==> src/sv/mbd_pkg.sv <==
package mbd_pkg;

    // Default line and frame limits
    localparam int MAX_WIDTH_DEF  = 1024;
    localparam int MAX_HEIGHT_DEF = 1024;

    // Configuration registers
    localparam int CFG_W     = 11;
    localparam int CFG_IDX_W = 1;
    localparam logic [CFG_IDX_W-1:0] REG_FRAME_WIDTH  = 1'b0;
    localparam logic [CFG_IDX_W-1:0] REG_FRAME_HEIGHT = 1'b1;
    localparam logic [CFG_W-1:0] FRAME_WIDTH_RST  = 11'd640;
    localparam logic [CFG_W-1:0] FRAME_HEIGHT_RST = 11'd480;

    // Stream field widths
    localparam int LABEL_W  = 8;
    localparam int COL_O_W  = 10;
    localparam int ROW_O_W  = 10;
    localparam int M_DATA_W = 24;

    // Label classes kept in the line buffer
    typedef logic [1:0] t_cls;
    localparam t_cls CLS_ZERO  = 2'd0;
    localparam t_cls CLS_ONE   = 2'd1;
    localparam t_cls CLS_OTHER = 2'd2;

    // One line buffer word: {class two rows back, class one row back}
    localparam int LINE_W = 4;

    // Output queue
    localparam int OQ_DEPTH = 4;
    localparam int OQ_AW    = $clog2(OQ_DEPTH);
    localparam int OQ_CNT_W = OQ_AW + 1;

    // Stage 0 -> stage 1 control and payload
    typedef struct packed {
        logic               push;
        logic               emit;
        logic               last;
        logic               on_rim;
        logic               h_one;
        t_cls               cls;
        logic [COL_O_W-1:0] col;
        logic [ROW_O_W-1:0] row;
    } t_stage;

    // One decision
    typedef struct packed {
        logic [COL_O_W-1:0] col;
        logic [ROW_O_W-1:0] row;
        logic               bnd;
        logic               last;
    } t_result;

endpackage

==> src/sv/mbd_ram.sv <==
module mbd_ram #(
    parameter int WIDTH = 4,
    parameter int DEPTH = 1024
) (
    input  logic                     i_clk,
    input  logic                     i_we,
    input  logic [$clog2(DEPTH)-1:0] i_waddr,
    input  logic [WIDTH-1:0]         i_wdata,
    input  logic [$clog2(DEPTH)-1:0] i_raddr,
    output logic [WIDTH-1:0]         o_rdata
);

    logic [WIDTH-1:0] r_mem [DEPTH];
    logic [WIDTH-1:0] r_rdata;

    // Registered read, old data on a same-address write
    always_ff @(posedge i_clk) begin
        if (i_we) begin
            r_mem[i_waddr] <= i_wdata;
        end
        r_rdata <= r_mem[i_raddr];
    end

    assign o_rdata = r_rdata;

endmodule

==> src/sv/mbd_window.sv <==
module mbd_window #(
    parameter int MAX_WIDTH = mbd_pkg::MAX_WIDTH_DEF
) (
    input  logic                         i_clk,
    input  logic                         i_rst_n,
    input  mbd_pkg::t_stage              i_s0,
    input  logic [$clog2(MAX_WIDTH)-1:0] i_addr,
    output mbd_pkg::t_result             o_res,
    output logic                         o_res_vld,
    output logic                         o_pend
);

    import mbd_pkg::*;

    localparam int AW = $clog2(MAX_WIDTH);

    t_stage            r_s1;
    logic [AW-1:0]     r_addr1;
    logic              r_fwd;
    logic [LINE_W-1:0] r_fwd_data;
    logic [LINE_W-1:0] ram_q;
    logic [LINE_W-1:0] rd_word;
    logic [LINE_W-1:0] wr_word;
    t_cls              up_cls;
    t_cls              mid_cls;
    t_cls              cur_cls;
    // window taps
    t_cls              r_v1;
    t_cls              r_m1;
    t_cls              r_m2;
    t_cls              r_u1;

    // Column line buffer, read at stage 0, written back at stage 1
    mbd_ram #(
        .WIDTH (LINE_W),
        .DEPTH (MAX_WIDTH)
    ) u_line (
        .i_clk   (i_clk),
        .i_we    (r_s1.push),
        .i_waddr (r_addr1),
        .i_wdata (wr_word),
        .i_raddr (i_addr),
        .o_rdata (ram_q)
    );

    // Stage 1 register; a write-back that meets a read of the same column is forwarded
    always_ff @(posedge i_clk) begin
        if (!i_rst_n) begin
            r_s1  <= '0;
            r_fwd <= 1'b0;
        end else begin
            r_s1  <= i_s0;
            r_fwd <= i_s0.push && r_s1.push && (i_addr == r_addr1);
        end
        r_addr1    <= i_addr;
        r_fwd_data <= wr_word;
    end

    assign rd_word = r_fwd ? r_fwd_data : ram_q;
    assign up_cls  = rd_word[3:2];
    assign mid_cls = rd_word[1:0];
    assign wr_word = {mid_cls, r_s1.cls};

    // Shift the window along by one pixel per push
    always_ff @(posedge i_clk) begin
        if (r_s1.push) begin
            r_v1 <= r_s1.cls;
            r_m1 <= mid_cls;
            r_m2 <= r_m1;
            r_u1 <= up_cls;
        end
    end

    // Single-row frames lag by one row only
    assign cur_cls = r_s1.h_one ? mid_cls : r_m1;

    always_comb begin
        o_res.col  = r_s1.col;
        o_res.row  = r_s1.row;
        o_res.last = r_s1.last;
        o_res.bnd  = (cur_cls != CLS_ZERO) &&
                     (r_s1.on_rim || (mid_cls != CLS_ONE) || (r_m2 != CLS_ONE) ||
                      (r_v1 != CLS_ONE) || (r_u1 != CLS_ONE));
    end

    assign o_res_vld = r_s1.emit;
    assign o_pend    = r_s1.emit;

endmodule

==> src/sv/mbd_outq.sv <==
module mbd_outq (
    input  logic                           i_clk,
    input  logic                           i_rst_n,
    input  logic                           i_push,
    input  mbd_pkg::t_result               i_data,
    output logic                           o_tvalid,
    input  logic                           i_tready,
    output mbd_pkg::t_result               o_data,
    output logic [mbd_pkg::OQ_CNT_W-1:0]   o_count
);

    import mbd_pkg::*;

    t_result             r_data [OQ_DEPTH];
    logic [OQ_AW-1:0]    r_wp;
    logic [OQ_AW-1:0]    r_rp;
    logic [OQ_CNT_W-1:0] r_cnt;
    logic                pop;

    assign o_tvalid = (r_cnt != '0);
    assign pop      = o_tvalid && i_tready;
    assign o_data   = r_data[r_rp];
    assign o_count  = r_cnt;

    // Pointers and fill count
    always_ff @(posedge i_clk) begin
        if (!i_rst_n) begin
            r_wp  <= '0;
            r_rp  <= '0;
            r_cnt <= '0;
        end else begin
            if (i_push) begin
                r_wp <= r_wp + OQ_AW'(1);
            end
            if (pop) begin
                r_rp <= r_rp + OQ_AW'(1);
            end
            case ({i_push, pop})
                2'b10:   r_cnt <= r_cnt + OQ_CNT_W'(1);
                2'b01:   r_cnt <= r_cnt - OQ_CNT_W'(1);
                default: r_cnt <= r_cnt;
            endcase
        end
    end

    // Entry storage
    always_ff @(posedge i_clk) begin
        if (i_push) begin
            r_data[r_wp] <= i_data;
        end
    end

endmodule

==> src/sv/mask_boundary_detect.sv <==
// Path: a decision goes via the stage 1 register and the output queue to m_axis
//   after the accept completing it (the pixel a row and a pixel on, or a drain step).
// Throughput: one transaction per cycle, set by one line buffer read and one
//   write-back per pixel; the 4-entry output queue absorbs stalls until it fills.
// Reset: position counters cleared, frame size back to 640 x 480 (clamped to the
//   maximums); the line buffer is not cleared, stale columns only feed rim pixels.
module mask_boundary_detect #(
    parameter int MAX_WIDTH  = mbd_pkg::MAX_WIDTH_DEF,
    parameter int MAX_HEIGHT = mbd_pkg::MAX_HEIGHT_DEF
) (
    input  logic                            i_clk,
    input  logic                            i_rst_n,
    // configuration write port
    input  logic                            i_cfg_we,
    input  logic [mbd_pkg::CFG_IDX_W-1:0]   i_cfg_idx,
    input  logic [mbd_pkg::CFG_W-1:0]       i_cfg_data,
    // input stream
    input  logic                            s_axis_tvalid,
    output logic                            s_axis_tready,
    input  logic [mbd_pkg::LABEL_W-1:0]     s_axis_tdata,  // [7:0] label
    input  logic                            s_axis_tuser,  // [0] operation
    // output stream
    output logic                            m_axis_tvalid,
    input  logic                            m_axis_tready,
    output logic [mbd_pkg::M_DATA_W-1:0]    m_axis_tdata,  // [9:0] col, [19:10] row,
                                                           // [20] is_boundary, zero above
    output logic                            m_axis_tlast   // frame_last
);

    import mbd_pkg::*;

    localparam int WW = $clog2(MAX_WIDTH + 1);
    localparam int HW = $clog2(MAX_HEIGHT + 1);
    localparam int CW = $clog2(MAX_WIDTH);
    localparam int RW = $clog2(MAX_HEIGHT);

    function automatic logic [WW-1:0] clamp_w(input logic [CFG_W-1:0] v);
        if (v == '0) begin
            return WW'(1);
        end else if (int'(v) > MAX_WIDTH) begin
            return WW'(MAX_WIDTH);
        end
        return WW'(v);
    endfunction

    function automatic logic [HW-1:0] clamp_h(input logic [CFG_W-1:0] v);
        if (v == '0) begin
            return HW'(1);
        end else if (int'(v) > MAX_HEIGHT) begin
            return HW'(MAX_HEIGHT);
        end
        return HW'(v);
    endfunction

    logic [WW-1:0] r_w;
    logic [HW-1:0] r_h;
    logic [CW-1:0] r_in_col,  n_in_col;
    logic [HW-1:0] r_in_row,  n_in_row;
    logic [CW-1:0] r_out_col, n_out_col;
    logic [RW-1:0] r_out_row, n_out_row;

    logic          acc;
    logic          full;
    logic          pix;
    logic          primed;
    logic          emit;
    logic          push;
    logic          col_end;
    logic          out_col_end;
    logic          out_row_end;
    logic          last;
    t_cls          in_cls;
    t_stage        s0;

    t_result               res;
    logic                  res_vld;
    logic                  pend;
    t_result               q_data;
    logic [OQ_CNT_W-1:0]   q_cnt;

    // Credit: room for the queue contents, the stage 1 result and one more
    assign s_axis_tready = ({1'b0, q_cnt} + (OQ_CNT_W + 1)'(pend)) < (OQ_CNT_W + 1)'(OQ_DEPTH);
    assign acc           = s_axis_tvalid && s_axis_tready;

    // Label class of the incoming pixel
    always_comb begin
        if (s_axis_tdata == LABEL_W'(0)) begin
            in_cls = CLS_ZERO;
        end else if (s_axis_tdata == LABEL_W'(1)) begin
            in_cls = CLS_ONE;
        end else begin
            in_cls = CLS_OTHER;
        end
    end

    // Stage 0: position bookkeeping and emit decision
    assign full        = (r_in_row >= r_h);
    assign pix         = !s_axis_tuser && !full;
    assign primed      = (r_in_row >= HW'(2)) || ((r_in_row == HW'(1)) && (r_in_col != '0));
    assign emit        = pix ? primed : full;
    assign push        = pix || full;
    assign col_end     = (WW'(r_in_col) == (r_w - WW'(1)));
    assign out_col_end = (WW'(r_out_col) == (r_w - WW'(1)));
    assign out_row_end = (HW'(r_out_row) == (r_h - HW'(1)));
    assign last        = emit && out_row_end && out_col_end;

    always_comb begin
        s0.push   = acc && push;
        s0.emit   = acc && emit;
        s0.last   = last;
        s0.on_rim = (r_out_row == '0) || out_row_end || (r_out_col == '0) || out_col_end;
        s0.h_one  = (r_h == HW'(1));
        s0.cls    = pix ? in_cls : CLS_ZERO;
        s0.col    = COL_O_W'(r_out_col);
        s0.row    = ROW_O_W'(r_out_row);
    end

    // Next positions; the column keeps cycling through drain steps
    always_comb begin
        n_in_col  = r_in_col;
        n_in_row  = r_in_row;
        n_out_col = r_out_col;
        n_out_row = r_out_row;
        if (i_cfg_we || (s0.push && last)) begin
            n_in_col  = '0;
            n_in_row  = '0;
            n_out_col = '0;
            n_out_row = '0;
        end else if (s0.push) begin
            n_in_col = col_end ? '0 : r_in_col + CW'(1);
            if (pix && col_end) begin
                n_in_row = r_in_row + HW'(1);
            end
            if (emit) begin
                n_out_col = out_col_end ? '0 : r_out_col + CW'(1);
                if (out_col_end) begin
                    n_out_row = r_out_row + RW'(1);
                end
            end
        end
    end

    // Counters and frame size registers
    always_ff @(posedge i_clk) begin
        if (!i_rst_n) begin
            r_w       <= clamp_w(FRAME_WIDTH_RST);
            r_h       <= clamp_h(FRAME_HEIGHT_RST);
            r_in_col  <= '0;
            r_in_row  <= '0;
            r_out_col <= '0;
            r_out_row <= '0;
        end else begin
            if (i_cfg_we) begin
                unique case (i_cfg_idx)
                    REG_FRAME_WIDTH:  r_w <= clamp_w(i_cfg_data);
                    REG_FRAME_HEIGHT: r_h <= clamp_h(i_cfg_data);
                    default:          r_w <= r_w;
                endcase
            end
            r_in_col  <= n_in_col;
            r_in_row  <= n_in_row;
            r_out_col <= n_out_col;
            r_out_row <= n_out_row;
        end
    end

    // Stage 1: line buffer and neighbour window
    mbd_window #(
        .MAX_WIDTH (MAX_WIDTH)
    ) u_window (
        .i_clk     (i_clk),
        .i_rst_n   (i_rst_n),
        .i_s0      (s0),
        .i_addr    (r_in_col),
        .o_res     (res),
        .o_res_vld (res_vld),
        .o_pend    (pend)
    );

    // Output queue
    mbd_outq u_outq (
        .i_clk    (i_clk),
        .i_rst_n  (i_rst_n),
        .i_push   (res_vld),
        .i_data   (res),
        .o_tvalid (m_axis_tvalid),
        .i_tready (m_axis_tready),
        .o_data   (q_data),
        .o_count  (q_cnt)
    );

    assign m_axis_tdata = {(M_DATA_W - COL_O_W - ROW_O_W - 1)'(0), q_data.bnd,
                           q_data.row, q_data.col};
    assign m_axis_tlast = q_data.last;

endmodule

==> config.mk <==
export PLATFORM = sky130hd
export DESIGN_NAME = mask_boundary_detect
export DESIGN_NICKNAME = d
export VERILOG_FILES = /design/src/sv/mbd_pkg.sv /design/src/sv/mbd_ram.sv /design/src/sv/mbd_window.sv /design/src/sv/mbd_outq.sv /design/src/sv/mask_boundary_detect.sv
export SDC_FILE = /design/constraint.sdc
export NUM_CORES = 2
export LEC_CHECK = 0
export BUFFER_PORTS_ARGS = -buffer_cell sky130_fd_sc_hd__buf_4
export CAP_MARGIN = 25
export CORE_ASPECT_RATIO = 1.75
export CORE_MARGIN = 1.5
export CORE_UTILIZATION = 30
export CTS_CLUSTER_SIZE = 25
export DETAILED_ROUTE_END_ITERATION = 8
export SYNTH_ARGS = -nofsm -noshare
export SYNTH_HDL_FRONTEND = slang
export SYNTH_MEMORY_MAX_BITS = 65536
export SYNTH_SLANG_ARGS = --single-unit
==> constraint.sdc <==
create_clock -name i_clk -period 14.35 [get_ports i_clk]
set_clock_uncertainty 0.2 [all_clocks]
set_input_delay 2.87 -clock i_clk [delete_from_list [all_inputs] [get_ports i_clk]]
set_output_delay 2.87 -clock i_clk [all_outputs]
set_load 0.02 [all_outputs]
Word-level counts from Yosys, hierarchy flattened
Memory sizes are Yosys's and may differ from the RTL's. A register that Yosys moved wholly into a read port is not among the register bits.
Cells that the tools add are included.
{"block": "totals", "mem_count": 2, "out_inout_bits": 27, "latch_bits": 0, "romBits": 0, "elab_cells": 122, "mem_bits_rw": 4184, "regBits": 120}
{"memory": "u_window.u_line.r_mem", "words": 1024, "word_bits": 4, "read_ports": 1, "rd_clocked_by_memory_dff": 1, "wr": 1, "line": "mbd_ram.sv:13", "text": "logic [WIDTH-1:0] r_mem [DEPTH];"}
{"memory": "u_outq.r_data", "words": 4, "word_bits": 22, "read_ports": 1, "rd_clocked_by_memory_dff": 1, "wr": 1, "line": "mbd_outq.sv:14", "text": "t_result r_data [OQ_DEPTH];"}
{"block": "op_classes", "bitwise": 3, "mux": 25, "div": 0, "n_eq_ne": 13, "mul": 0, "shift": 0, "reduce_logical": 40, "magnitude_cmp": 4, "addsub": 11}
{"cell": "2-to-1 mux 11 bit", "n": 4}
{"cell": "== test 10 x 11 -> 1 bit", "n": 3}
{"cell": "adder 10 x 1 -> 10 bit, second input constant", "n": 3}
{"cell": "== test 11 x 1 -> 1 bit, second input constant", "n": 2}
{"cell": "subtractor 11 x 1 -> 11 bit, second input constant", "n": 2}
{"cell": "zero test 10 bit", "n": 2}
{"cell": "2-to-1 mux 10 bit", "n": 2}
{"cell": "logical AND 1 bit", "n": 13}
{"cell": "2-to-1 mux 1 bit", "n": 13}
{"cell": "adder 11 x 1 -> 11 bit, second input constant", "n": 1}
{"cell": "greater-or-equal comparator 11 bit", "n": 1}
{"cell": "greater-or-equal comparator 11 x 2 -> 1 bit, second input constant", "n": 1}
{"cell": "> comparator 11 bit, second input constant", "n": 1}
{"cell": "zero test 11 bit", "n": 1}
{"cell": "== test 10 bit", "n": 1}
{"cell": "logical OR 1 bit", "n": 10}
{"cell": "nonzero test 10 bit", "n": 1}
{"cell": "== test 8 x 1 -> 1 bit, second input constant", "n": 1}
{"cell": "zero test 8 bit", "n": 1}
{"cell": "2-to-1 mux 2 bit", "n": 4}
{"cell": "!= test 2 x 1 -> 1 bit, second input constant", "n": 4}
{"cell": "AND reduction 2 bit", "n": 4}
{"cell": "one-hot mux 3 bit (2 select lines)", "n": 1}
{"cell": "adder 2 x 1 -> 2 bit, second input constant", "n": 2}
{"cell": "other kinds (14)", "n": 18}

Longest topological paths before layout
{"block": "logic_depth", "word_depth": 9, "depth_mapped": 17, "depth_no_buf": 10}

Cells and area by module
From an unflattened synthesis, not the netlist that was laid out.
{"block": "unflattened", "hier_cells": 9151, "area_unflattened_um2": 171898.6}
{"mod": "mbd_ram", "cells_each": 8290, "n_inst": 1, "area_per_inst_um2": 162098.0, "seq_area_each_um2": 123078.0}
{"mod": "mask_boundary_detect", "cells_each": 573, "n_inst": 1, "area_per_inst_um2": 4513.1, "seq_area_each_um2": 1261.2}
{"mod": "mbd_outq", "cells_each": 160, "n_inst": 1, "area_per_inst_um2": 3644.7, "seq_area_each_um2": 2822.7}
{"mod": "mbd_window", "cells_each": 128, "n_inst": 1, "area_per_inst_um2": 1642.8, "seq_area_each_um2": 1081.0}

Least setup slack after synthesis
OpenSTA, ideal clock, no wires.
{"block": "synth_path", "path_kind": "register to register", "from": "reg u_window.r_s1[20] in the netlist's numbering", "to": "reg u_window.r_v1[0] (data pin)", "n_path_buf": 0, "synth_period_minus_slack_ps": 15772, "t_required_ps": 11333, "path_stages_with_launch": 1, "slack_ps": -1422, "arrival_ps": 12755, "setup_ps": 2817, "path_cell_list": "dfxtp_1"}
{"element": "from (decl)", "line": "mbd_window.sv:17", "text": "t_stage r_s1;"}
{"element": "from (signal assigned)", "line": "mbd_window.sv:52", "text": "r_s1 <= i_s0;"}
{"element": "to (signal assigned)", "line": "mbd_window.sv:67", "text": "r_v1 <= r_s1.cls;"}
{"element": "to (decl)", "line": "mbd_window.sv:28", "text": "t_cls r_v1;"}
No word-level cell between the ends.

==> flow_metrics.env <==
export IMPL_cts_root_buf="clkbuf_16"
export IMPL_syn_area_per_cell_um2=19.37
export IMPL_cts_max_level=5
export IMPL_p_int_mw=19.13
export IMPL_finalCritPeriodShare_pct=45.61
export IMPL_drc=0
export IMPL_core_area_um2=563600
export IMPL_yosysTopAreaCellShare_pct=74.25
export IMPL_worst_setup_path_type="reg -> reg"
export IMPL_powerDensity_nw_per_um2=125.6
export IMPL_setup_slack_ps=7806
export IMPL_crit_path_end_kind="flop"
export IMPL_reg2reg_from="r_in_col[0]"
export IMPL_clk_latency_ps=1010
export IMPL_p_seq_share_pct=57.1
export IMPL_pre_cts_ws_ps=7816
export IMPL_vias_per_cell=5.322
export IMPL_regArea_um2=128300
export IMPL_slowest_delay_ps=850
export IMPL_portBuffers=49
export IMPL_crit_top_cell="buf_12"
export IMPL_layout_drive_gt1_share_pct=21.98
export IMPL_drtIter0Drc=9981
export IMPL_crit_path_start_kind="flop"
export IMPL_postCtsHoldBufs=0
export IMPL_cts_resized=0
export IMPL_crit_family="buffers and inverters"
export IMPL_ys_ff_latch=4310
export IMPL_critPathSlowestCell="nor4_4"
export IMPL_firstDrtPassIters=8
export IMPL_hp_class="reg -> reg"
export IMPL_power_mw=24.05
export IMPL_post_cts_buffers=0
export IMPL_yosysTopAreaCell="edfxtp_1"
export IMPL_detailed_place_hpwl_um=329500
export IMPL_final_cells=16649
export IMPL_final_common_cell="edfxtp_1"
export IMPL_ys_types=78
export IMPL_tightest_slew_ps=1408
export IMPL_arrival_ps=7200
export IMPL_synth_edf_count=4192
export IMPL_crit_chain="buf_12 -> buf_4 -> buf_12 -> mux4_2 -> a22oi_1 -> a21oi_1 -> nor4_1 -> o22ai_1 -> nor4_4 -> o31ai_1"
export IMPL_max_freq_mhz=152.8
export IMPL_syn_area_um2=169500
export IMPL_grt_pass1_wl_um=723400
export IMPL_period_minus_slack_ps=6544
export IMPL_crit_start="r_in_col[0]"
export IMPL_synthFlopType="edfxtp_1"
export IMPL_overflow=0
export IMPL_setup_tns_ps=0
export IMPL_power_combinational_fraction_pct=1.7
export IMPL_num_rows=365
export IMPL_grt_pass1_vias=92506
export IMPL_rsz0062_at_grt="no"
export IMPL_ant_nets=0
export IMPL_path_buf_inv=3
export IMPL_groute_usage_overall_pct=17.96
export IMPL_static_leakage_power_nw=53.94
export IMPL_cts_tree="built"
export IMPL_clk_pin_slew_ps=80
export IMPL_nets=8863
export IMPL_max_vdd_ir_drop_uv=130.5
export IMPL_clockBufferDepth=4
export IMPL_die_x_um=571.3
export IMPL_hold_viol_final=0
export IMPL_swShare_pct=20.43
export IMPL_fillerInstances=52591
export IMPL_dieArea_um2=569800
export IMPL_grt_antenna_before_repair=32
export IMPL_die_y_um=997.4
export IMPL_netlist_instances=8753
export IMPL_ys_warn_count=0
export IMPL_gp_congestion=0.8827
export IMPL_drv_cap=0
export IMPL_cts_sinks=4310
export IMPL_setup_viol=0
export IMPL_routed_wl_um=523700
export IMPL_area_growth_pct=12.97
export IMPL_grt_max_degree=257
export IMPL_critPathMaxFanout=88
export IMPL_worst_hold_startpoint="u_window.r_m1[0]"
export IMPL_report_final_slew_viol_count=0
export IMPL_start_util_pct=30.08
export IMPL_power_switching_mw=4.913
export IMPL_layout_common_cells="edfxtp_1 (4192), nor2_1 (1127), mux4_2 (1012)"
export IMPL_multi_input_area_um2=39110
export IMPL_worst_hold_slack_ps=271.7
export IMPL_clockPowerShare_pct=41.1
export IMPL_dpl_cell_count=15975
export IMPL_cp_data_required_time_ps=15000
export IMPL_wl_per_cell_um=31.46
export IMPL_async_reset_ff_share_pct=0
export IMPL_io_pins=53
export IMPL_status="completed"
export IMPL_vias=88612
export IMPL_slew_headroom_pct=6.133
export IMPL_cts_buffers=343
export IMPL_seq_area_frac_synth_pct=75.65
export IMPL_synthTopCellsByArea="edfxtp_1 (74%), mux4_2 (13%), nor2_1 (2.5%), dfxtp_1 (1.4%), a22oi_1 (1.1%)"
cells by family after synthesis:
group,after synthesis,share of synthesized area (%)
other,1,0.002212
XOR/XNOR,79,0.4406
adder cells (fa/ha/maj),29,0.2185
AO/OA/AOI/OAI,738,3.061
buffers and inverters,663,1.664
multiplexers,1208,14.61
AND/OR/NAND/NOR,1725,4.352
flip-flops,4310,75.65
routing by layer:
metal | global-route usage, % | vias to the layer above | routed length [µm]
met1 | 18.34 | 47191 | 165500
met4 | 14.35 | 10 | 47060
met2 | 32.40 | 4531 | 274700
met3 | 2.851 | 1291 | 36360
met5 | 0 | - | 61
li1 | - | 35589 | -
through the flow:
| step | utilization (%) | area [µm²] |
|---|---|---|
| 2_1_floorplan | - | 169500 |
| 3_3_place_gp | 31.84 | 179400 |
| 3_5_place_dp | 31.90 | 179800 |
| 4_1_cts | 33.92 | 191200 |
| 5_1_grt | 33.97 | 191400 |
| 6_report | 33.98 | 191500 |
cell usage after synthesis (96+ instances only):
library cell and instances:
mux4_2 1012, nor2_1 1134, mux2i_1 178, nand3_1 96, nand2_1 211, a22oi_1 259, dfxtp_1 118, buf_2 175
buf_1 98, edfxtp_1 4192, a21oi_1 143, clkbuf_1 321
registers in the layout, indices dropped and copies added (netlist names), 3 cells and up, named ones only:
| name | flops |
|---|---|
| u_window.r_fwd_data | 4 |
| u_window.o_res | 21 |
| r_out_col | 10 |
| u_window.u_line.r_mem | 4096 |
| r_out_row | 10 |
| u_window.r_s1 | 5 |
| r_w | 11 |
| u_window.u_line.o_rdata | 4 |
| r_h | 11 |
| u_outq.o_count | 3 |
| r_in_row | 11 |
| r_in_col | 10 |
| u_outq.r_data | 88 |
| u_window.r_addr1 | 10 |
final timing paths:
kind / to / slack (ps) / cells after the start
max: u_window.u_line.o_rdata[3] / 7810 / 10
min: u_window.r_m2[0] / 270 / 0
max reg2reg: u_window.u_line.o_rdata[3] / 7810 / 10
min reg2reg: u_window.r_m2[0] / 270 / 0
area by class of cell:
| cell class | instances | share of cell area, % |
|---|---|---|
| Sequential cell | 4310 | 66.98 |
| Multi-Input combinational cell | 3782 | 20.42 |
| Tap cell | 7523 | 4.915 |
| Clock buffer | 422 | 4.768 |
| Timing Repair Buffer | 332 | 1.610 |
| Clock inverter | 205 | 1.178 |
| Inverter | 39 | 0.08036 |
| Antenna cell | 36 | 0.04704 |
worst reg2reg max path: cells and delay by family (launching register included):
family	cells	cell delay (ps)
AO/OA/AOI/OAI	4	970
multiplexers	1	710
buffers and inverters	3	2230
flip-flops	1	800
AND/OR/NAND/NOR	2	1490
power groups by stage:
| stage | clock network [mW] | registers (mW) | logic [mW] |
|---|---|---|---|
| global route | 10.4 | 13.7 | 0.446 |
| CTS | 9.99 | 13.7 | 0.416 |
| finish | 9.89 | 13.7 | 0.418 |
| detailed placement | 0 | 14.0 | 0.416 |
| global placement | 0 | 14.0 | 0.399 |
| floorplan | 0 | 14.1 | 0.242 |
(Power assumes the default switching activity.)
